`config.mk`:
```
export PLATFORM = sky130hd
export DESIGN_NAME = ansi_sgr_color_parser
export DESIGN_NICKNAME = d
export VERILOG_FILES = /design/src/ascp_pkg.sv /design/src/ansi_sgr_color_parser.sv
export SDC_FILE = /design/constraint.sdc
export NUM_CORES = 1
export LEC_CHECK = 0
export BUFFER_PORTS_ARGS = -buffer_cell sky130_fd_sc_hd__buf_2
export CAP_MARGIN = 20
export CORE_MARGIN = 2
export CORE_UTILIZATION = 54
export DETAILED_ROUTE_END_ITERATION = 10
export GPL_TIMING_DRIVEN = 0
export PLACE_DENSITY = 0.88
export REMOVE_ABC_BUFFERS = 1
export SETUP_SLACK_MARGIN = 0.5
export SYNTH_ARGS = -nofsm -noshare
export SYNTH_HDL_FRONTEND = slang
export SYNTH_SLANG_ARGS = --single-unit
```
`constraint.sdc`:
```
create_clock -name clk -period 5.3 [get_ports clk]
set_input_delay 0.265 -clock clk [delete_from_list [all_inputs] [get_ports clk]]
set_output_delay 0.265 -clock clk [all_outputs]
set_load 0.1 [all_outputs]
```
`src/ascp_pkg.sv`:
```
package ascp_pkg;

    // Parser phase within one sequence
    typedef enum logic [2:0] {
        PH_ESC     = 3'd0,
        PH_BRACKET = 3'd1,
        PH_PARSE   = 3'd2,
        PH_DONE    = 3'd3,
        PH_REJECT  = 3'd4
    } phase_t;

    // Attribute updates collected while a sequence is parsed
    typedef struct packed {
        logic       bold;
        logic [2:0] fore;
        logic [2:0] back;
        logic       report;
    } pend_t;

    // Characters of interest
    localparam logic [7:0] CH_ESC     = 8'h1B;
    localparam logic [7:0] CH_BRACKET = 8'h5B;
    localparam logic [7:0] CH_SEMI    = 8'h3B;
    localparam logic [7:0] CH_N       = 8'h6E;
    localparam logic [7:0] CH_ZERO    = 8'h30;
    localparam logic [7:0] CH_NINE    = 8'h39;

    // SGR codes
    localparam logic [7:0] SGR_RESET  = 8'd0;
    localparam logic [7:0] SGR_BOLD   = 8'd1;
    localparam logic [7:0] SGR_REPORT = 8'd6;
    localparam logic [7:0] SGR_FG_LO  = 8'd30;
    localparam logic [7:0] SGR_FG_HI  = 8'd37;
    localparam logic [7:0] SGR_BG_LO  = 8'd40;
    localparam logic [7:0] SGR_BG_HI  = 8'd47;
    localparam logic [7:0] CODE_MAX   = 8'd255;
    localparam logic [3:0] DEC_BASE   = 4'd10;

    // Register map
    localparam logic [1:0]  ADDR_COLOR_MAP = 2'd0;
    localparam logic [23:0] COLOR_MAP_RST  = 24'hEE9CA0;

    // Committed attribute reset: map entry seven on map entry zero
    localparam logic [2:0] FORE_RST = 3'd7;
    localparam logic [2:0] BACK_RST = 3'd0;
    localparam logic [2:0] DEF_FORE_IDX = 3'd7;
    localparam logic [2:0] DEF_BACK_IDX = 3'd0;

    localparam logic [6:0] ATTR_BOLD = 7'h08;

endpackage

```
`src/ansi_sgr_color_parser.sv`:
```
// Channel | Direction | Handshake          | Payload
// in      | input     | in_valid/in_ready  | seq_byte[7:0], last_byte
// out     | output    | out_valid/out_ready| attribute[6:0], seq_valid, report_requested
// apb     | input     | psel/penable/pready| paddr[1:0], pwdata/prdata[31:0]
//
// One beat per cycle unless a waiting result holds a last byte: a byte sits in the input
// register while its parser update settles, and the result register loads from that
// update when the last byte steps, so a result follows its last byte through the input and
// result registers; one byte per cycle is set by the single parser step between them.
// Reset (rst_n, async) empties both registers and restores the attributes.
// A waiting result stalls only a following last byte; other bytes keep flowing.
module ansi_sgr_color_parser
    import ascp_pkg::*;
#(
    parameter int SEQ_LIMIT = 256
) (
    input  logic        clk,
    input  logic        rst_n,
    // byte input
    input  logic        in_valid,
    output logic        in_ready,
    input  logic [7:0]  seq_byte,
    input  logic        last_byte,
    // result output
    output logic        out_valid,
    input  logic        out_ready,
    output logic [6:0]  attribute,
    output logic        seq_valid,
    output logic        report_requested,
    // configuration
    input  logic        psel,
    input  logic        penable,
    input  logic        pwrite,
    input  logic [1:0]  paddr,
    input  logic [31:0] pwdata,
    output logic [31:0] prdata,
    output logic        pready
);

    localparam logic [8:0] LEN_LIMIT = 9'(SEQ_LIMIT - 1);

    // Configuration register
    logic [23:0] color_map_reg;

    // Input register
    logic        s1_valid_reg;
    logic [7:0]  s1_byte_reg;
    logic        s1_last_reg;

    // Parser state
    phase_t      phase_reg, phase_next;
    logic [7:0]  code_reg, code_next;
    logic [7:0]  count_reg, count_next;
    logic        bold_reg, bold_next;
    logic [2:0]  fore_reg, fore_next;
    logic [2:0]  back_reg, back_next;
    pend_t       pend_reg, pend_next;

    // Result register
    logic        out_valid_reg;
    logic [6:0]  attribute_reg, attribute_next;
    logic        seq_valid_reg, seq_valid_next;
    logic        report_reg, report_next;

    logic        s1_go;
    logic        step;
    logic        is_digit;
    logic [11:0] acc_sum;
    logic [8:0]  seq_len;
    logic        commit;
    pend_t       pend_base;
    pend_t       pend_mid;
    logic [6:0]  attr_raw;

    function automatic logic [2:0] map_entry(logic [23:0] cmap, logic [2:0] idx);
        return cmap[3*idx +: 3];
    endfunction

    // Apply one finished SGR code to the pending attributes
    function automatic pend_t apply_code(pend_t p, logic [7:0] code, logic term_n,
                                         logic [23:0] cmap);
        pend_t r;
        r = p;
        if (code == SGR_RESET) begin
            r.bold = 1'b0;
            r.fore = map_entry(cmap, DEF_FORE_IDX);
            r.back = map_entry(cmap, DEF_BACK_IDX);
        end
        else if (code == SGR_BOLD) begin
            r.bold = 1'b1;
        end
        else if (code == SGR_REPORT) begin
            if (term_n)
                r.report = 1'b1;
        end
        else if (code >= SGR_FG_LO && code <= SGR_FG_HI) begin
            r.fore = map_entry(cmap, 3'(code - SGR_FG_LO));
        end
        else if (code >= SGR_BG_LO && code <= SGR_BG_HI) begin
            r.back = map_entry(cmap, 3'(code - SGR_BG_LO));
        end
        return r;
    endfunction

    // Handshakes: the parser step moves on unless a result would be blocked
    assign s1_go    = !s1_last_reg || !out_valid_reg || out_ready;
    assign step     = s1_valid_reg && s1_go;
    assign in_ready = !s1_valid_reg || s1_go;

    // APB register port
    assign pready = 1'b1;
    assign prdata = (paddr == ADDR_COLOR_MAP) ? {8'b0, color_map_reg} : 32'b0;

    always_ff @(posedge clk or negedge rst_n)
    begin
        if (!rst_n)
            color_map_reg <= COLOR_MAP_RST;
        else if (psel && penable && pwrite && paddr == ADDR_COLOR_MAP)
            color_map_reg <= pwdata[23:0];
    end

    // Input register
    always_ff @(posedge clk or negedge rst_n)
    begin
        if (!rst_n)
            s1_valid_reg <= 1'b0;
        else if (in_ready)
            s1_valid_reg <= in_valid;
    end

    always_ff @(posedge clk)
    begin
        if (in_ready && in_valid)
        begin
            s1_byte_reg <= seq_byte;
            s1_last_reg <= last_byte;
        end
    end

    // Parser step
    assign is_digit = s1_byte_reg >= CH_ZERO && s1_byte_reg <= CH_NINE;
    assign acc_sum  = {4'b0, code_reg} * {8'b0, DEC_BASE} + {8'b0, s1_byte_reg[3:0]};
    assign seq_len  = {1'b0, count_reg} + 9'd1;

    always_comb
    begin
        phase_next = phase_reg;
        code_next  = code_reg;
        pend_base  = pend_reg;
        if (phase_reg == PH_ESC)
        begin
            pend_base.bold   = bold_reg;
            pend_base.fore   = fore_reg;
            pend_base.back   = back_reg;
            pend_base.report = 1'b0;
        end
        pend_mid = pend_base;

        case (phase_reg)
            PH_ESC:
            begin
                code_next  = 8'd0;
                phase_next = (s1_byte_reg == CH_ESC) ? PH_BRACKET : PH_REJECT;
            end
            PH_BRACKET:
            begin
                code_next  = 8'd0;
                phase_next = (s1_byte_reg == CH_BRACKET) ? PH_PARSE : PH_REJECT;
            end
            PH_PARSE:
            begin
                if (is_digit)
                begin
                    code_next = (acc_sum > {4'b0, CODE_MAX}) ? CODE_MAX : acc_sum[7:0];
                end
                else
                begin
                    pend_mid  = apply_code(pend_base, code_reg, s1_byte_reg == CH_N,
                                           color_map_reg);
                    code_next = 8'd0;
                    if (s1_byte_reg != CH_SEMI)
                        phase_next = PH_DONE;
                end
            end
            default:
            begin
            end
        endcase

        count_next = (count_reg == CODE_MAX) ? count_reg : count_reg + 8'd1;
        pend_next  = pend_mid;
        bold_next  = bold_reg;
        fore_next  = fore_reg;
        back_next  = back_reg;
        commit     = 1'b0;
        attr_raw   = 7'd0;
        attribute_next = 7'd0;
        seq_valid_next = 1'b0;
        report_next    = 1'b0;

        // End of sequence: flush an open code, then commit or reject
        if (s1_last_reg)
        begin
            if (phase_next == PH_PARSE)
                pend_next = apply_code(pend_mid, code_next, 1'b0, color_map_reg);
            commit = (phase_next == PH_PARSE || phase_next == PH_DONE) &&
                     seq_len < LEN_LIMIT;
            if (commit)
            begin
                bold_next = pend_next.bold;
                fore_next = pend_next.fore;
                back_next = pend_next.back;
                attr_raw  = {pend_next.back, pend_next.bold, pend_next.fore};
                attribute_next = (attr_raw == 7'd0) ? ATTR_BOLD : attr_raw;
                seq_valid_next = 1'b1;
                report_next    = pend_next.report;
            end
            phase_next = PH_ESC;
            code_next  = 8'd0;
            count_next = 8'd0;
        end
    end

    // Parser state registers
    always_ff @(posedge clk or negedge rst_n)
    begin
        if (!rst_n)
        begin
            phase_reg <= PH_ESC;
            code_reg  <= 8'd0;
            count_reg <= 8'd0;
            bold_reg  <= 1'b0;
            fore_reg  <= FORE_RST;
            back_reg  <= BACK_RST;
            pend_reg  <= '{bold: 1'b0, fore: FORE_RST, back: BACK_RST, report: 1'b0};
        end
        else if (step)
        begin
            phase_reg <= phase_next;
            code_reg  <= code_next;
            count_reg <= count_next;
            bold_reg  <= bold_next;
            fore_reg  <= fore_next;
            back_reg  <= back_next;
            pend_reg  <= pend_next;
        end
    end

    // Result register
    always_ff @(posedge clk or negedge rst_n)
    begin
        if (!rst_n)
            out_valid_reg <= 1'b0;
        else if (step && s1_last_reg)
            out_valid_reg <= 1'b1;
        else if (out_ready)
            out_valid_reg <= 1'b0;
    end

    always_ff @(posedge clk)
    begin
        if (step && s1_last_reg)
        begin
            attribute_reg <= attribute_next;
            seq_valid_reg <= seq_valid_next;
            report_reg    <= report_next;
        end
    end

    assign out_valid        = out_valid_reg;
    assign attribute        = attribute_reg;
    assign seq_valid        = seq_valid_reg;
    assign report_requested = report_reg;

endmodule

```
== After elaboration in Yosys (flattened, before gate mapping) ==
Index checks and enable logic that the tools add are counted.
Storage, ports and cells
  word-level logic and storage cells: 133
  output and inout bits: 44
  flip-flop bits (word level): 78
  bits of input ports: 50
Cells by class
  shift-type cells: 4
  magnitude comparators: 12
  bitwise operators: 2
  equality and inequality tests: 14
  reduce and logical (&&, ||, !) cells: 30
  $add $sub $neg: 7
  muxes and demuxes: 40
  $mul: 5
Operators by type and width (count)
  $shiftx 24x6->3: 4
  $mux 8: 11
  $le 8x6->1 const B: 5
  $mux 3: 11
  $ge 8x6->1 const B: 3
  $mux 24: 1
  $mux 7: 3
  $mul 2x3->5 const A: 4
  $mux 6: 3
  $eq 8x1->1 const B: 2
  $eq 8x3->1 const B: 2
  $eq 8x7->1 const B: 2
  $ge 8x5->1 const B: 2
  $logic_not 8->1: 2
  $pmux 8 s2: 1
  $add 12x4->12: 1
  $gt 12x8->1 const B: 1
  $logic_and 1x1->1: 12
  $mul 8x3->11 const B: 1
  $add 8x1->9 const B: 1
  $eq 3x2->1 const B: 3
  $lt 9x8->1 const B: 1
  $pmux 3 s3: 1
  $add 8x1->8 const B: 1
  other kinds (20): 36

== Depth between registers and ports, before layout ==
Gate-level depths: netlist (run 1).
  depth after elaboration: 19
  depth in mapped cells: 17
  depth with buffers taken out: 16

== Worst setup path before layout (run 1) ==
OpenSTA, ideal clock, no wires.
  kind: reg-to-reg
  from: register code_reg[3]
  to: register attribute_reg[3], in the netlist attribute[3], data pin
  buffers on the path: 1
  slack: 0.834 ns
  data arrival time: 4.308 ns
  stages on the path, launching flop included: 17
  data required time: 5.142 ns
  clock period less this slack: 4.466 ns
  path through: dfrtp_1 ha_1 ha_1 fa_1 and3_1 a32oi_1 nor4_1 mux2_4 a32o_2 buf_4 ha_1 nor2_1 a22oi_1 a32o_1 a22oi_1 a41oi_1 nor3_1
On the way
  cells in the longest elaborated chain, start to end: 18
RTL lines
  start: declaration: RTL line ansi_sgr_color_parser.sv:52  | logic [7:0] code_reg, code_next;
  start signal: assignment: RTL line ansi_sgr_color_parser.sv:240  | code_reg <= code_next;
  $mul 8x3->11 (tied with other cells): RTL line ansi_sgr_color_parser.sv:142  | assign acc_sum = {4'b0, code_reg} * {8'b0, DEC_BASE} + {8'b0, s1_byte_reg[3:0]};
  $add 12x4->12 / $logic_and 1x1->1 (equally long branches): RTL line ansi_sgr_color_parser.sv:142, ansi_sgr_color_parser.sv:99
  $gt 12x8->1 / $mux 3 (equally long branches): RTL line ansi_sgr_color_parser.sv:174, ansi_sgr_color_parser.sv:99
  $mux 8 / $mux 3 (equally long branches): RTL line ansi_sgr_color_parser.sv:174, ansi_sgr_color_parser.sv:96
  $mux 8 / $mux 6 (equally long branches): RTL line ansi_sgr_color_parser.sv:172, ansi_sgr_color_parser.sv:92
  $pmux 8 s2 / $mux 7 (equally long branches): RTL line ansi_sgr_color_parser.sv:159, ansi_sgr_color_parser.sv:89
  $sub 3x1->3 / $mux 7 (equally long branches): RTL line ansi_sgr_color_parser.sv:100, ansi_sgr_color_parser.sv:84
  $mul 2x3->5 / $mux 8 (equally long branches): RTL line ansi_sgr_color_parser.sv:76, ansi_sgr_color_parser.sv:172
  [... 2 more ...]
  $mux 3: RTL line ansi_sgr_color_parser.sv:96  | else if (code >= SGR_FG_LO && code <= SGR_FG_HI) begin
  $mux 6: RTL line ansi_sgr_color_parser.sv:92  | else if (code == SGR_REPORT) begin
  $mux 6: RTL line ansi_sgr_color_parser.sv:89  | else if (code == SGR_BOLD) begin
  $mux 7: RTL line ansi_sgr_color_parser.sv:84  | if (code == SGR_RESET) begin
  $mux 8 *: RTL line ansi_sgr_color_parser.sv:204  | if (phase_next == PH_PARSE)
  $mux 8 *: RTL line ansi_sgr_color_parser.sv:202  | if (s1_last_reg)
  $logic_not 7->1: RTL line ansi_sgr_color_parser.sv:214  | attribute_next = (attr_raw == 7'd0) ? ATTR_BOLD : attr_raw;
  $mux 4 *: RTL line ansi_sgr_color_parser.sv:214
  end signal: assignment: RTL line ansi_sgr_color_parser.sv:264  | attribute_reg <= attribute_next;
  end: declaration: RTL line ansi_sgr_color_parser.sv:61  | logic [6:0] attribute_reg, attribute_next;
Mark *: on every way between the ends. The rest lies on a longest branch, timed or not. The select of a mux whose other input is x is not followed.
A chain may end at the register's enable or synchronous reset.

== Worst setup path in the final report (run 1) ==
  from: register code_reg[1]
  to: register attribute_reg[3], in the netlist attribute[3], data pin
On the way
  cells in the longest elaborated chain, start to end: 19
RTL lines (RTL line)
  parallel branches: the longest is 15 deep, another holds $add 12x4->12
  $mux 8 *: ansi_sgr_color_parser.sv:204
  $mux 8 *: ansi_sgr_color_parser.sv:202
  $logic_not 7->1: ansi_sgr_color_parser.sv:214
  $mux 4 *: ansi_sgr_color_parser.sv:214
Mark *: on every way between the ends. The select of a mux whose other input is x is not followed.

==> flow_summary.ini, run 1 <==
[timing]
min_period_ns = 4.62
fin_skew_ns = 0.0103
holdWs_ns = 0.0840
max_slew.worst_pin.slew_ns = 0.987
rsz0062_at_grt = false
post-route-period-util_pct = 87.2
slew_headroom_pct = 34.2
clock.fmax_ghz = 0.216
worst_slack_ns = 0.680
slew_viol_final = 0
setup_viol = 0
hold_viol = 0

[clock_tree]
clk_latency_ns = 0.36
tritoncts = built
clk_pin_slew_ns = 0.08
clock-root-buffer = clkbuf_8
cts.sinks = 78
cts_buffer_depth = 2
cts_max_level = 3
cts_made_buffers = 9

[die]
start_util_pct = 56.1
rows = 36
ios = 94
dieHeight_um = 105
die_area_sq_um = 11100
core_area_sq_um = 9860
dieWidth_um = 105

[logic_synthesis]
async_reset_ff_share_pct = 76.9
syn_inst = 562
synth-seq-area-share_pct = 37.3
synth-warning-count = 0
syn-cell-area_sq_um = 5540
syn_area_per_cell_sq_um = 9.85
synthTopCellsByArea = dfrtp_1 19%, edfxtp_1 9.8%, dfstp_2 8.5%
ys_seq_elements = 78
synth.most_common_cell = nand2_1
synth-edff-count = 18
synth_largest_area_cell = dfrtp_1
yosysTopAreaCellShare_pct = 19.0
ys.flop_type = dfrtp_1
ys_top_cells_by_count = 53 x nand2_1, 49 x nor2_1, 42 x dfrtp_1
synth_cell_types = 82

[status]
status = finished clean

[min_path]
min_from = seq_byte[2]
worstHoldPathCells = 1
holdCritPathClass = input port to register
hold_end = s1_byte_reg[2]$_DFFE_PP_

[layout]
largest_register_ffs = 24
seqCellArea_sq_um = 2070
diodes = 0
fill_cells = 768
fin_nets = 715
multi_input_area_sq_um = 3300
fin_util_pct = 64.7
synthToLayoutAreaGrowth_pct = 15.3
stdcell_area_sq_um = 6380
drive_gt1_share_pct = 31.5

[setup_path]
r2r_cells = 15
cp-start-kind = register
crit_chain = ha_1, ha_1, fa_2, and3_1, a32oi_1, nor4_2, mux2_4, a31oi_4, buf_4, mux2i_1, o22ai_1, or4b_4, a21oi_2, a311oi_1, nor3_1
cp.arrival_ns = 4.82
critPathSlowestCell = fa_2
rrSetupSlack_ns = 0.68
critPathMaxStageDelay_ns = 0.59
path_max_fanout = 9
worstPathRequired_ns = 5.50
rr_endpoint = attribute[3]$_SDFFCE_PN0P_
r2r-start = code_reg[1]$_DFFE_PN0P_
crit_top_cell = ha_1
worstSetupEndpointType = register
path_class = register to register

[global_routing]
grt_max_degree = 38
grt_pass1_wl_mm = 23.6
grt_pass1_vias = 4833
grt.overflow.total = 0
grt_antenna_before_repair = 0
grt_usage_pct = 26.5

[pwr]
power_frac_seq_pct = 45.5
leakage_uw = 0.00269
combPwrFrac_pct = 26.8
swShare_pct = 34.8
ir_worst_vdd_uv = 297
cellPowerDensity_nw_per_um2 = 267
p_sw_uw = 593
p_int_uw = 1110
finalPower_uw = 1710
pwr-share-clk_pct = 27.7

[placed_design]
gp_congestion = 0.951
hpwlAfterDp_mm = 10.2
io_buffer_count = 76
place_area_sq_um = 5940
pre_cts_ws_ns = -0.332

[drt]
vias = 4883
drcViolationCount = 0
wl_mm = 14.5
avgViaCountPerCell = 6.24
first_pass_iters = 8
wire_per_inst_um = 18.5
drtIter0Drc = 323
drtAntennaViolNets = 0

[flow_run]
max-cap-violations = 0
==> metal layers <==
layer	wire, um	part of all wire [%]	GRT usage, %
met1	5950	41	32.9
met2	6980	48	45.2
met3	1230	8.5	6.31
met4	319	2.2	9.33
met5	0	0	0
==> worst max-delay path by stage <==
stage / endpoint / from / cells after the start
6_report: attribute[3]$_SDFFCE_PN0P_ / code_reg[1]$_DFFE_PN0P_ / 15
5_1_grt: attribute[3]$_SDFFCE_PN0P_ / code_reg[1]$_DFFE_PN0P_ / 15
4_1_cts: attribute[3]$_SDFFCE_PN0P_ / code_reg[3]$_DFFE_PN0P_ / 15
3_5_place_dp: attribute[3]$_SDFFCE_PN0P_ / code_reg[1]$_DFFE_PN0P_ / 14
3_3_place_gp: attribute[3]$_SDFFCE_PN0P_ / code_reg[1]$_DFFE_PN0P_ / 16
2_1_floorplan: back_reg[0]$_DFFE_PN0P_ / code_reg[1]$_DFFE_PN0P_ / 14
==> area by class of cell <==
type | count | share of cell area (%)
Clock inverter | 2 | 0.588
Inverter | 14 | 0.843
Clock buffer | 14 | 2.72
Sequential cell | 78 | 32.5
Multi-Input combinational cell | 443 | 51.7
Timing Repair Buffer | 99 | 9.01
Tap cell | 133 | 2.61
==> kinds of logic (layout without fill, tap and decap cells) <==
family,Yosys count,in the layout,share of synthesized area (%)
XOR/XNOR,8,8,1.27
AO/OA/AOI/OAI,142,142,18.1
flip-flops,78,78,37.3
multiplexers,63,63,15.0
other,2,9,0.136
buffers and inverters,48,129,4.57
adder cells (fa/ha/maj),21,21,4.97
AND/OR/NAND/NOR,200,200,18.7
==> placed cells by master (no fill, tap or decap), types with 8 or more instances in the layout <==
cell type and count:
nand3_1 14, conb_1 9, a211oi_1 9, o22ai_1 8, o21ai_0 21, buf_2 76, ha_1 17, mux2_2 26
a21o_1 12, mux4_2 12, clkbuf_8 10, dfstp_2 18, nand2_1 53, nor3_1 9, edfxtp_1 18, and2_1 30
buf_4 19, mux2i_1 22, a21oi_1 33, nor2_1 46, inv_1 11, dfrtp_1 38
==> power by group through the flow <==
stage | registers, uW | clock network (uW) | logic [uW]
2_1_floorplan | 783 | 0 | 329
3_3_place_gp | 780 | 0 | 428
3_5_place_dp | 786 | 0 | 440
4_1_cts | 775 | 479 | 451
5_1_grt | 787 | 506 | 483
6_report | 776 | 472 | 457
==> repair_timing <==
item,4_1_cts,5_1_grt
setup endpoints to repair,19,14
hold endpoints to repair,19,0
pin swaps,3,6
hold buffers,1,0
gates resized for setup,12,7
setup buffers,10,9
==> worst max-delay path: cells and delay by family (launching register included) <==
kind                     cells  cell delay, ns
flip-flops                   1            0.50
adder cells (fa/ha/maj)      3            1.13
AND/OR/NAND/NOR              4            1.16
AO/OA/AOI/OAI                5            0.73
buffers and inverters        1            0.23
multiplexers                 2            0.69
==> metrics by stage <==
step	instances	setup TNS, ns
floorplan	535	0
global placement	744	-0.568
detailed placement	746	-1.14
CTS	773	0
global route	783	0
finish	783	0
Note: power is estimated with default switching activity, not from simulation.
==> run 2: changes to the inputs <==
--- a/config.mk
+++ b/config.mk
@@ -5,13 +5,13 @@
 export SDC_FILE = /design/constraint.sdc
 export NUM_CORES = 1
 export LEC_CHECK = 0
-export BUFFER_PORTS_ARGS = -buffer_cell sky130_fd_sc_hd__buf_2
 export CAP_MARGIN = 20
 export CORE_MARGIN = 2
 export CORE_UTILIZATION = 54
 export DETAILED_ROUTE_END_ITERATION = 10
+export DONT_BUFFER_PORTS = 1
 export GPL_TIMING_DRIVEN = 0
-export PLACE_DENSITY = 0.88
+export PLACE_DENSITY = 0.8
 export REMOVE_ABC_BUFFERS = 1
 export SETUP_SLACK_MARGIN = 0.5
 export SYNTH_ARGS = -nofsm -noshare
==> run 2 against run 1 <==
  * Combinational power fell by 9.0%
  * Register-to-register slack got worse by 0.05 ns
  * Clock skew decreased by 0.0019 ns
  * Critical path depth rose by 1
  * Critical endpoint unchanged
  * Largest power group unchanged
==> flow_summary.ini, run 2 (synthesized netlist as in run 1, its figures left out) <==
[status]
status = finished clean

[placed_design]
gp_congestion = 0.965
place_inst = 670
pre_cts_ws_ns = -0.372
hpwlAfterDp_mm = 9.93
io_buffer_count = 0

[drt]
avgViaCountPerCell = 6.41
first_pass_iters = 4
wire_per_inst_um = 20.1
drtAntennaViolNets = 0
wl_mm = 14.6
drcViolationCount = 0
vias = 4657
drtIter0Drc = 416

[min_path]
min_from = pwdata[0]
holdCritPathClass = input port to register

[timing]
slew_headroom_pct = 32.3
max_slew.worst_pin.slew_ns = 1.02
min_period_ns = 4.67
post-route-period-util_pct = 88.1
fin_skew_ns = 0.00834
setup_viol = 0
clock.fmax_ghz = 0.214
slew_viol_final = 0
rsz0062_at_grt = false
hold_viol = 0
worst_slack_ns = 0.633

[global_routing]
grt.overflow.total = 0
grt_usage_pct = 27.0
grt_pass1_wl_mm = 23.6
grt_antenna_before_repair = 0
grt_max_degree = 61
grt_pass1_vias = 4582

[clock_tree]
clk_pin_slew_ns = 0.08
cts_buffer_depth = 2
cts_made_buffers = 9
cts_max_level = 3
tritoncts = built
clock-root-buffer = clkbuf_8
clk_latency_ns = 0.37
cts.sinks = 78

[die]
core_area_sq_um = 9860
ios = 94
rows = 36
die_area_sq_um = 11100
dieHeight_um = 105
start_util_pct = 56.1
dieWidth_um = 105

[layout]
fin_nets = 659
final_cell_mix = 53 x nand2_1, 47 x nor2_1, 38 x dfrtp_1
instances_no_fill = 727
largest_register_ffs = 24
layout_commonest_cell = nand2_1
diodes = 0
synthToLayoutAreaGrowth_pct = 12.8
drive_gt1_share_pct = 25.4

[pwr]
power_frac_seq_pct = 48.7
ir_worst_vdd_uv = 274
cellPowerDensity_nw_per_um2 = 265
leakage_uw = 0.00247
combPwrFrac_pct = 25.1
p_int_uw = 1060
p_sw_uw = 598
pwr-share-clk_pct = 26.2
swShare_pct = 36.1

[setup_path]
critPathMaxStageDelay_ns = 0.59
critPathSlowestCell = or4b_4
r2r-start = code_reg[1]$_DFFE_PN0P_
crit_top_cell = buf_4
worstSetupEndpointType = register
worstSetupStartpoint = code_reg[1]$_DFFE_PN0P_
crit_chain = ha_1, ha_2, fa_2, and3_1, a32oi_1, nor4_2, buf_4, mux2_4, a32o_2, buf_4, nand2_1, o22ai_1, or4b_4, a21oi_4, a311oi_1, nor3_1
worstPathRequired_ns = 5.51
cp-start-kind = register
path_max_fanout = 7
path_class = register to register
cp.arrival_ns = 4.88

[flow_run]
max-cap-violations = 0
[run 2: critical path: cells and delay by family (launching register included)]
kind,cells,cell delay [ns]
AOI/OAI and AO/OA,5,0.87
adders and majority gates,3,1.11
buffers and inverters,2,0.34
DFF,1,0.51
muxes,1,0.36
and+or+nand+nor,5,1.33
[run 2: timing repair]
action	in CTS	in global routing
buffers inserted	18	9
pin swaps	6	6
setup endpoints to repair	19	15
hold buffers	13	0
resized for setup	13	21
hold endpoints to repair	71	0
[run 2: per-layer routing]
layer  vias up  global-route usage (%)  part of all wire [%]  routed length [um]
li1       2140                       -                     -                   -
met1      2279                    35.1                    42                6130
met2       204                    44.9                    48                7050
met3        34                    5.07                   6.8                1000
met4         0                    9.90                   3.0                 436
met5         -                       0                     0                   0
[run 2: final timing paths]
| path | to | slack [ns] | cells past startpoint |
|---|---|---|---|
| worst max-delay path | attribute[3]$_SDFFCE_PN0P_ | 0.63 | 16 |
| worst min-delay path | color_map_reg[0]$_DFFE_PN0P_ | 0.02 | 2 |
| worst max register to register | attribute[3]$_SDFFCE_PN0P_ | 0.63 | 16 |
| worst min register to register | pend_reg[7]$_DFFE_PN0P_ | 0.49 | 2 |
| max in group asynchronous | color_map_reg[11]$_DFFE_PN1P_ | 4.55 | 2 |
| min in group asynchronous | code_reg[6]$_DFFE_PN0P_ | 0.42 | 2 |
[run 2: power groups by stage]
stage | Clock, uW | Combinational (uW) | Sequential (uW)
floorplan | 0 | 329 | 783
CTS | 443 | 405 | 805
detailed placement | 0 | 375 | 816
global route | 468 | 439 | 819
finish | 434 | 416 | 807
global placement | 0 | 366 | 809
[run 2: area by class of cell]
type / count / area (sq um)
timing repair buffer: 43 / 395
clock buffer: 12 / 135
sequential: 78 / 2070
multi-input combinational: 443 / 3370
tap: 133 / 166
inverter: 14 / 53.8
fill: 802 / 3620
clock inverter: 4 / 48.8
[run 2: stage by stage]
stage | hold WS, ns | utilization, % | total power [uW] | area (sq um) | setup TNS [ns]
2_1_floorplan | -0.0306 | - | 1110 | 5360 | 0
3_3_place_gp | -0.0282 | 56.1 | 1170 | 5530 | -0.843
3_5_place_dp | -0.0268 | 56.5 | 1190 | 5570 | -1.39
4_1_cts | 0.000908 | 61.7 | 1650 | 6080 | 0
5_1_grt | 0.00344 | 63.3 | 1730 | 6240 | 0
6_report | 0.0249 | 63.3 | 1660 | 6240 | 0
==> run 3: changes to the inputs <==
--- a/config.mk
+++ b/config.mk
@@ -5,6 +5,7 @@
 export SDC_FILE = /design/constraint.sdc
 export NUM_CORES = 1
 export LEC_CHECK = 0
+export ABC_AREA = 1
 export CAP_MARGIN = 20
 export CORE_MARGIN = 2
 export CORE_UTILIZATION = 54
==> run 3 against run 2 <==
  * Register-to-register slack improved by 0.16 ns
  * Critical endpoint is now attribute[1]$_SDFFCE_PP0P_
  * Die area is 0.44% higher
  * Critical path type unchanged
  * Clock skew grew 0.0059 ns
  * Clock power rose by 18%
  * Area after synthesis grew 0.45%
==> flow_summary.ini, run 3 <==
[drt]
wl_mm = 13.9
drcViolationCount = 0
drtIter0Drc = 363
drtAntennaViolNets = 0
avgViaCountPerCell = 5.70
wire_per_inst_um = 15.4
vias = 5154
first_pass_iters = 5

[setup_path]
worstSetupEndpointType = register
path_class = register to register
cp.arrival_ns = 4.64
worstSetupStartpoint = code_reg[0]$_DFFE_PN0P_
path_max_fanout = 29
worstPathRequired_ns = 5.43
r2r_cells = 25
r2r-start = code_reg[0]$_DFFE_PN0P_
cp-start-kind = register
rrSetupSlack_ns = 0.79

[timing]
setup_viol = 0
holdWs_ns = 0.0181
max_slew.worst_pin.slew_ns = 1.09
hold_viol = 0
slew_headroom_pct = 27.4
slew_viol_final = 0
fin_skew_ns = 0.0143
min_period_ns = 4.51
clock.fmax_ghz = 0.222
post-route-period-util_pct = 85.0
tns_ns = 0
rsz0062_at_grt = false

[global_routing]
grt_usage_pct = 25.7
grt_pass1_wl_mm = 22.9
grt.overflow.total = 0
grt_max_degree = 61
grt_antenna_before_repair = 0
grt_pass1_vias = 4957

[die]
rows = 37
dieWidth_um = 105
dieHeight_um = 105
start_util_pct = 54.8
ios = 94
die_area_sq_um = 11100
core_area_sq_um = 10100

[clock_tree]
cts_made_buffers = 9
tritoncts = built
cts_max_level = 3
cts.sinks = 78
clk_pin_slew_ns = 0.08
clock-root-buffer = clkbuf_8
clk_latency_ns = 0.38
cts_buffer_depth = 2

[logic_synthesis]
ys_top_cells_by_count = 150 x nand2_1, 101 x inv_1, 95 x nor2_1
synth_largest_area_cell = dfrtp_1
synth-edff-count = 18
yosysTopAreaCellShare_pct = 18.9
synth-warning-count = 0
synth.most_common_cell = nand2_1
syn-cell-area_sq_um = 5560
ys_seq_elements = 78
syn_area_per_cell_sq_um = 7.35
synth_cell_types = 55
synthTopCellsByArea = dfrtp_1 19%, nand2_1 10%, edfxtp_1 9.7%
syn_inst = 757
synth-seq-area-share_pct = 37.1
async_reset_ff_share_pct = 76.9
ys.flop_type = dfrtp_1

[layout]
fin_nets = 833
synthToLayoutAreaGrowth_pct = 9.50
diodes = 0
drive_gt1_share_pct = 15.6
final_cell_mix = 150 x nand2_1, 101 x inv_1, 73 x nand3_1
largest_register_ffs = 24
layout_commonest_cell = nand2_1

[min_path]
min_from = pwdata[15]
holdCritPathClass = input port to register
worstHoldPathCells = 2

[pwr]
ir_worst_vdd_uv = 214
leakage_uw = 0.00286
cellPowerDensity_nw_per_um2 = 287

[flow_run]
max-cap-violations = 0

[placed_design]
gp_congestion = 0.977
io_buffer_count = 0
hpwlAfterDp_mm = 10.2

[status]
status = finished clean
run 3: changes by cell type after synthesis, moves of 13 or more:
cell and delta:
and2_1 -30, nand2_2 +13, mux2_2 -26, nor2_1 +46, mux2i_1 -20, o21ai_0 +13, o22ai_1 +14, nand2_1 +97
inv_1 +90, nand3_1 +59
run 3: worst paths after layout:
kind	to
worst min register to register	pend_reg[0]$_DFFE_PN0P_
max in group asynchronous	color_map_reg[17]$_DFFE_PN1P_
worst max register to register	attribute[1]$_SDFFCE_PP0P_
worst min-delay path	color_map_reg[15]$_DFFE_PN1P_
min in group asynchronous	count_reg[7]$_DFFE_PN0P_
worst max-delay path	attribute[1]$_SDFFCE_PP0P_
run 3: stage by stage:
step / instances / power (uW) / utilization (%) / setup WS (ns) / area [sq um]
floorplan: 734 / 1130 / - / 1.29 / 5410
global placement: 870 / 1190 / 55.1 / 0.657 / 5580
detailed placement: 871 / 1220 / 55.8 / 0.594 / 5660
CTS: 899 / 1750 / 59.4 / 0.589 / 6020
global route: 904 / 1830 / 60.1 / 0.504 / 6090
finish: 904 / 1740 / 60.1 / 0.793 / 6090
run 3: power breakdown:
group	switching (uW)	total, uW	internal (uW)	leakage (uW)
sequential	72.9	769	697	0.000891
clock	221	513	292	0.000113
combinational	364	463	98.9	0.00186
run 3: layer usage:
layer | GRT usage [%] | share of wire [%] | vias up
met5 | 0 | 0 | -
met4 | 9.05 | 2.0 | 0
met3 | 5.19 | 5.8 | 28
met2 | 44.1 | 50 | 198
met1 | 32.0 | 42 | 2440
li1 | - | - | 2488
run 3: kinds of logic (layout without fill, tap and decap cells):
kind of cell,count (synthesis),in the layout,synth area share [%]
adder cells (fa/ha/maj),20,20,4.77
multiplexers,2,2,0.360
AND/OR/NAND/NOR,369,369,29.7
buffers and inverters,138,142,10.5
AO/OA/AOI/OAI,138,138,15.9
flip-flops,78,78,37.1
XOR/XNOR,10,10,1.58
other,2,9,0.135
run 3: layout make-up:
cell class | count | area (sq um)
Clock buffer | 12 | 156
Clock inverter | 4 | 68.8
Fill cell | 898 | 4050
Inverter | 108 | 408
Multi-Input combinational cell | 548 | 3010
Sequential cell | 78 | 2070
Tap cell | 136 | 170
Timing Repair Buffer | 18 | 210
run 3: worst max-delay path, cell delays in order (launching register included):
cell	delay [ns]
dfrtp_2	0.60
ha_1	0.29
ha_1	0.22
fa_1	0.54
nand2_1	0.06
inv_1	0.05
nand2_1	0.06
or2_4	0.26
nor2_2	0.13
nor2_4	0.08
nand2_2	0.08
nor2_2	0.06
o21ai_4	0.28
inv_2	0.14
ha_1	0.38
inv_1	0.10
nand3_1	0.09
nand2_1	0.08
nand3_1	0.09
nand3_1	0.08
nand2_1	0.11
nand3_1	0.09
nor2_2	0.11
nand2_2	0.09
nand2_4	0.12
nor2_2	0.04
run 3: timing repair:
action,in CTS,in global routing
gates resized for setup,0,3
setup endpoints to repair,0,8
endpoints found under the hold margin,70,0
buffers inserted,0,4
hold buffers,12,0
